## src/rtl/core/wpe_pkg.sv

```systemverilog
// Shared types, constants and helper functions of the WS2812 pixel encoder.
package wpe_pkg;

	localparam int MaxPixels   = 256;
	localparam int PixAw       = $clog2(MaxPixels);
	localparam int IdxW        = 8;
	localparam int ChanW       = 8;
	localparam int CntW        = 9;
	localparam int BriW        = 8;
	localparam int CfgIdxW     = 1;
	localparam int CfgDataW    = 9;
	localparam int TickW       = 4;
	localparam int BitsPerPix  = 3 * ChanW;
	localparam int BitCntW     = $clog2(BitsPerPix);
	localparam int PixW        = 3 * ChanW;

	localparam logic OP_STORE = 1'b0;
	localparam logic OP_SEND  = 1'b1;

	localparam logic [CfgIdxW-1:0] REG_BRIGHTNESS  = 1'd0;
	localparam logic [CfgIdxW-1:0] REG_PIXEL_COUNT = 1'd1;

	localparam logic [BriW-1:0] BRIGHTNESS_RST  = 8'd255;
	localparam logic [CntW-1:0] PIXEL_COUNT_RST = 9'd256;

	localparam logic [TickW-1:0] ONE_HIGH  = 4'd8;
	localparam logic [TickW-1:0] ONE_LOW   = 4'd4;
	localparam logic [TickW-1:0] ZERO_HIGH = 4'd4;
	localparam logic [TickW-1:0] ZERO_LOW  = 4'd8;

	localparam logic [BitCntW-1:0] LAST_BIT = BitCntW'(BitsPerPix - 1);

	// Command bundle from the controller to the datapath.
	typedef struct packed {
		logic write;
		logic read;
		logic mul;
		logic load;
		logic emit;
	} wpe_cmd_t;

	// Status bundle from the datapath to the controller.
	typedef struct packed {
		logic store_hit;
		logic send_hit;
		logic out_free;
		logic last_bit;
	} wpe_sts_t;

	// Number of pixels actually in use: the configured count, capped at capacity.
	function automatic logic [CntW-1:0] count_in_use(input logic [CntW-1:0] pc);
		return (pc > CntW'(MaxPixels)) ? CntW'(MaxPixels) : pc;
	endfunction

	// Exact floor(x / 255) for any product of two bytes.
	function automatic logic [ChanW-1:0] div255(input logic [2*ChanW-1:0] x);
		logic [2*ChanW:0] t;
		t = {1'b0, x} + {{(ChanW+1){1'b0}}, x[2*ChanW-1:ChanW]} + 17'd1;
		return t[2*ChanW-1:ChanW];
	endfunction

endpackage

```

## src/rtl/core/wpe_ctrl.sv

```systemverilog
// Controller state machine of the WS2812 pixel encoder.
module wpe_ctrl (
	input  logic              clk,
	input  logic              arst_n,
	input  logic              in_valid,
	output logic              in_ready,
	input  wpe_pkg::wpe_sts_t sts,
	output wpe_pkg::wpe_cmd_t cmd
);
	import wpe_pkg::*;

	localparam logic [1:0] ST_IDLE = 2'd0;
	localparam logic [1:0] ST_MUL  = 2'd1;
	localparam logic [1:0] ST_DIV  = 2'd2;
	localparam logic [1:0] ST_EMIT = 2'd3;

	logic [1:0] state_q;
	logic [1:0] state_d;
	logic       accept;

	assign in_ready = (state_q == ST_IDLE);
	assign accept   = in_valid & in_ready;

	always_comb begin
		cmd.write = accept & sts.store_hit;
		cmd.read  = accept & sts.send_hit;
		cmd.mul   = (state_q == ST_MUL);
		cmd.load  = (state_q == ST_DIV);
		cmd.emit  = (state_q == ST_EMIT) & sts.out_free;
	end

	always_comb begin
		state_d = state_q;
		unique case (state_q)
			ST_IDLE: begin
				if (cmd.read) state_d = ST_MUL;
			end
			ST_MUL:  state_d = ST_DIV;
			ST_DIV:  state_d = ST_EMIT;
			ST_EMIT: begin
				if (cmd.emit && sts.last_bit) state_d = ST_IDLE;
			end
			default: state_d = ST_IDLE;
		endcase
	end

	always_ff @(posedge clk or negedge arst_n) begin
		if (!arst_n) begin
			state_q <= ST_IDLE;
		end else begin
			state_q <= state_d;
		end
	end

endmodule

```

## config.mk

```make
export PLATFORM = sky130hd
export DESIGN_NAME = wpe_ctrl
export DESIGN_NICKNAME = d
export VERILOG_FILES = /design/src/rtl/core/wpe_pkg.sv /design/src/rtl/core/wpe_ctrl.sv
export SDC_FILE = /design/constraint.sdc
export NUM_CORES = 1
export LEC_CHECK = 0
export BUFFER_PORTS_ARGS = -buffer_cell sky130_fd_sc_hd__buf_2
export CAP_MARGIN = 20
export CELL_PAD_IN_SITES_DETAIL_PLACEMENT = 1
export CELL_PAD_IN_SITES_GLOBAL_PLACEMENT = 1
export CORE_AREA = 2 2 39 41
export CTS_CLUSTER_DIAMETER = 80
export DETAILED_ROUTE_END_ITERATION = 12
export DIE_AREA = 0 0 41 43
export PLACE_DENSITY = 0.4
export SYNTH_ARGS = -nofsm -noshare
export SYNTH_HDL_FRONTEND = slang
export SYNTH_SLANG_ARGS = --single-unit
```

## constraint.sdc

```tcl
create_clock -name clk -period 2.65 [get_ports clk]
set_input_delay 0.6625 -clock clk [delete_from_list [all_inputs] [get_ports clk]]
set_output_delay 0.6625 -clock clk [all_outputs]
set_load 0.02 [all_outputs]
```

Word-level counts from Yosys, hierarchy flattened

Index checks and enable logic that the tools add are counted.

Bits of input ports: 7
Flip-flop bits (word level): 2
Logic and storage cells: 16
Output and inout bits: 6

Equality and inequality tests: 5
Bitwise logic cells: 4
Mux-type cells: 3
Reductions and logical operators: 3

Operators with widths:

| cell                 | number |
|---|---|
| $pmux W2 S4          | 1 |
| $and A1 B1 Y1        | 4 |
| $eq A2 B2 Y1 const B | 2 |
| $mux W2              | 2 |
| $ne A2 B1 Y1 const B | 2 |
| $eq A2 B1 Y1 const B | 1 |
| $logic_not A2 Y1     | 1 |
| $reduce_and A2 Y1    | 1 |
| $logic_and A1 B1 Y1  | 1 |

Depth between registers and ports, before layout

Depth in word-level cells: 5
Depth in mapped cells: 4
Mapped depth without buffers: 4

Worst setup path before layout

OpenSTA, ideal clock, no wires.

Path kind: flip-flop to output port
Start: register state_q[0]
End: output port cmd[3] (netlist name)
Cell stages (with the launch flop): 4
Data required time: 1.987 ns
Path slack: 0.879 ns
Arrival: 1.109 ns
Path buffers: 0
Path through: dfrtp_1 > inv_1 > ha_1 > and3_1

RTL lines:

| what                     | RTL line       | text |
|---|---|---|
| start: declaration       | wpe_ctrl.sv:17 | `logic [1:0] state_q;` |
| start signal: assignment | wpe_ctrl.sv:51 | `state_q <= state_d;` |
| end: declaration         | wpe_ctrl.sv:8  | `output wpe_pkg::wpe_cmd_t cmd` |

==> metrics.yaml <==
place:
  io_buffers: 12
  dp_cells: 44
  place_area_um2: 258
  hpwl_um: 375
  gp_congestion: 0.531
logic_synthesis:
  ys_async_sr_fraction_pct: 100
  yosys.area_share.adder_pct: 28.2
  synth-xor-area-share_pct: 0
  syn_area_per_cell_um2: 11.1
  ys_ff_latch: 2
  yosysTopAreaCell: "dfrtp_1"
  yosys.cell_count.top_type: "ha_1"
  synth_top_family_by_area: "adder cells"
  muxShareOfSynthArea_pct: 8.45
  ys_top_cells_by_area: "dfrtp_1 28%, ha_1 28%, mux2_4 8.5%"
  synthDistinctLibCells: 10
  synth_area_um2: 178
  synth_top_area_share_pct: 28.2
  synth_cells: 16
  synth_edf_count: 0
  synth-simple-area-share_pct: 13.4
  synth-seq-area-share_pct: 28.2
  syn_nets: 27
  synth_compound_area_share_pct: 17.6
  synth_ff_type: "dfrtp_1"
  synthTopCellsByCount: "4 x ha_1, 2 x and3_1, 2 x dfrtp_1, 2 x inv_1"
  ys_warn_count: 0
cells_and_area:
  fillers: 168
  nets: 44
  largest_reg_flops: 2
  register_area_um2: 50.0
  top_register: "state_q"
  multiInputGateArea_um2: 120
  n_antenna_cell: 0
  layout.cells.non_filler: 47
  drive_gt1_share_pct: 64.5
  final_area_um2: 280
  top_regs: "state_q x2"
  syn_to_final_growth_pct: 57.7
cts:
  htreeDepth: 1
  cts_buffers: 3
  cts_root_buf: "clkbuf_4"
  post_cts_buffers: 0
  holdBufCountCts: 0
  clockBufferDepth: 2
  cts_tree: "done"
  clk_pin_slew_worst_paths_ns: 0.04
  insertion_delay_ns: 0.23
  clock_sinks: 2
  cts-resized-gates: 0
power_and_ir_drop:
  p_sw_mw: 0.151
  combinationalPowerShare_pct: 60.2
  ir_drop_uv: 262
  power_density_mw_per_mm2: 1250
  p_seq_share_pct: 18.9
  finalPower_mw: 0.350
  p_leak_nw: 0.166
  p_int_mw: 0.199
  clock_power_share_pct: 20.9
  netSwitchingFraction_pct: 43.2
global_routing:
  track_usage_pct: 7.11
  antenna_found_initial: 0
  grt_max_degree: 6
  grt_overflow: 0
  first_global_vias: 204
  grt_pass1_wl_um: 786
floorplan:
  core.rowCount: 14
  dieArea_mm2: 0.00176
  fp.dieW_um: 41
  ioPinCount: 13
  core_mm2: 0.00138
  dieHeight_um: 43
  initial_core_util_pct: 12.8
timing:
  tns_ns: 0
  hold-worst-slack_ns: 0.204
  fin_crit_sh_pct: 73.1
  tightest_slew_ns: 0.159
  skew_ns: 0.00335
  hold_viol: 0
  rsz0062_at_grt: "no"
  relSlewSlack_pct: 89.4
  fmax_ghz: 0.516
  min_period_ns: 1.94
  finalSetupViolCount: 0
  drv_slew: 0
detailed_routing:
  drt_wl_total_um: 449
  detail-route-antenna-nets: 0
  drtPass1Iterations: 2
  drt_iter0_drc: 1
  viasPerCell: 3.77
  vias: 177
  wl_per_cell_um: 9.55
  drc: 0
worst_setup_path:
  startpoint: "state_q[0]"
  r2r_slack_ns: 1.28
  timing.rr.start: "state_q[0]"
  r2r_end: "state_q[1]"
  crit_arrival_ns: 1.28
  cp_max_fo: 5
  path_class: "flop to output port"
  worstRegToRegCells: 4
  end_kind: "output port"
  startpoint_type: "flop"
  setup.worst_path.end: "cmd[4]"
  cp.required_ns: 1.99
outcome:
  status: "complete, no violations"
run:
  drv_cap: 0
hold_path:
  hold_class: "input port to asynchronous set/reset pin"
[metrics by stage]
| step | setup WS (ns) | util (%) |
|---|---|---|
| global placement | 0.895 | 18.6 |
| global route | 0.570 | 20.3 |
| floorplan | 0.879 | - |
| detailed placement | 0.882 | 18.6 |
| finish | 0.712 | 20.3 |
| CTS | 0.690 | 20.3 |
[final cells by class]
cell class                      instances  area share, %
Timing Repair Buffer                   12           21.4
Inverter                                2           2.68
Sequential cell                         2           17.9
Multi-Input combinational cell         12           42.9
Tap cell                               16           7.14
Clock buffer                            3           8.04
[kinds of logic after synthesis]
kind of cell | Yosys count
AO/OA/AOI/OAI | 3
adder cells (fa/ha/maj) | 4
buffers and inverters | 2
flip-flops | 2
multiplexers | 1
AND/OR/NAND/NOR | 4
[how the worst min path moves through the flow]
| stage | endpoint | depth (start not counted) | slack [ns] | startpoint |
|---|---|---|---|---|
| floorplan | state_q[0] | 0 | 0.37 | arst_n |
| global placement | state_q[1] | 1 | 0.45 | arst_n |
| detailed placement | state_q[0] | 1 | 0.45 | arst_n |
| CTS | state_q[0] | 1 | 0.20 | arst_n |
| global route | state_q[0] | 1 | 0.20 | arst_n |
| finish | state_q[0] | 1 | 0.20 | arst_n |
[metal layers]
| metal | vias to the layer above | part of all wire, % | global-route usage [%] |
|---|---|---|---|
| met2 | 6 | 66 | 12.5 |
| li1 | 86 | - | - |
| met1 | 83 | 25 | 4.79 |
| met3 | 2 | 7.1 | 2.09 |
| met4 | 0 | 1.8 | 8.00 |
| met5 | - | 0 | 0 |
[worst max-delay path, cell delays in order, from the launching register on]
cell	delay, ns
dfrtp_1	0.40
inv_1	0.09
ha_1	0.23
and3_1	0.16
buf_2	0.16
[cells in the final DEF (no fill, tap or decap), drive strengths merged]
cell,n
o32a,1
buf,12
and3,2
inv,2
a21boi,1
ha,4
and2,1
a21oi,1
clkbuf,3
dfrtp,2
nand2,1
mux2,1
[power by group through the flow]
stage	clock network, mW	registers, mW	logic [mW]
2_1_floorplan	0	0.0620	0.166
3_3_place_gp	0	0.0668	0.209
3_5_place_dp	0	0.0677	0.217
4_1_cts	0.0754	0.0673	0.217
5_1_grt	0.0805	0.0709	0.238
6_report	0.0731	0.0662	0.211
No activity file was read; power rests on OpenSTA's default activity.
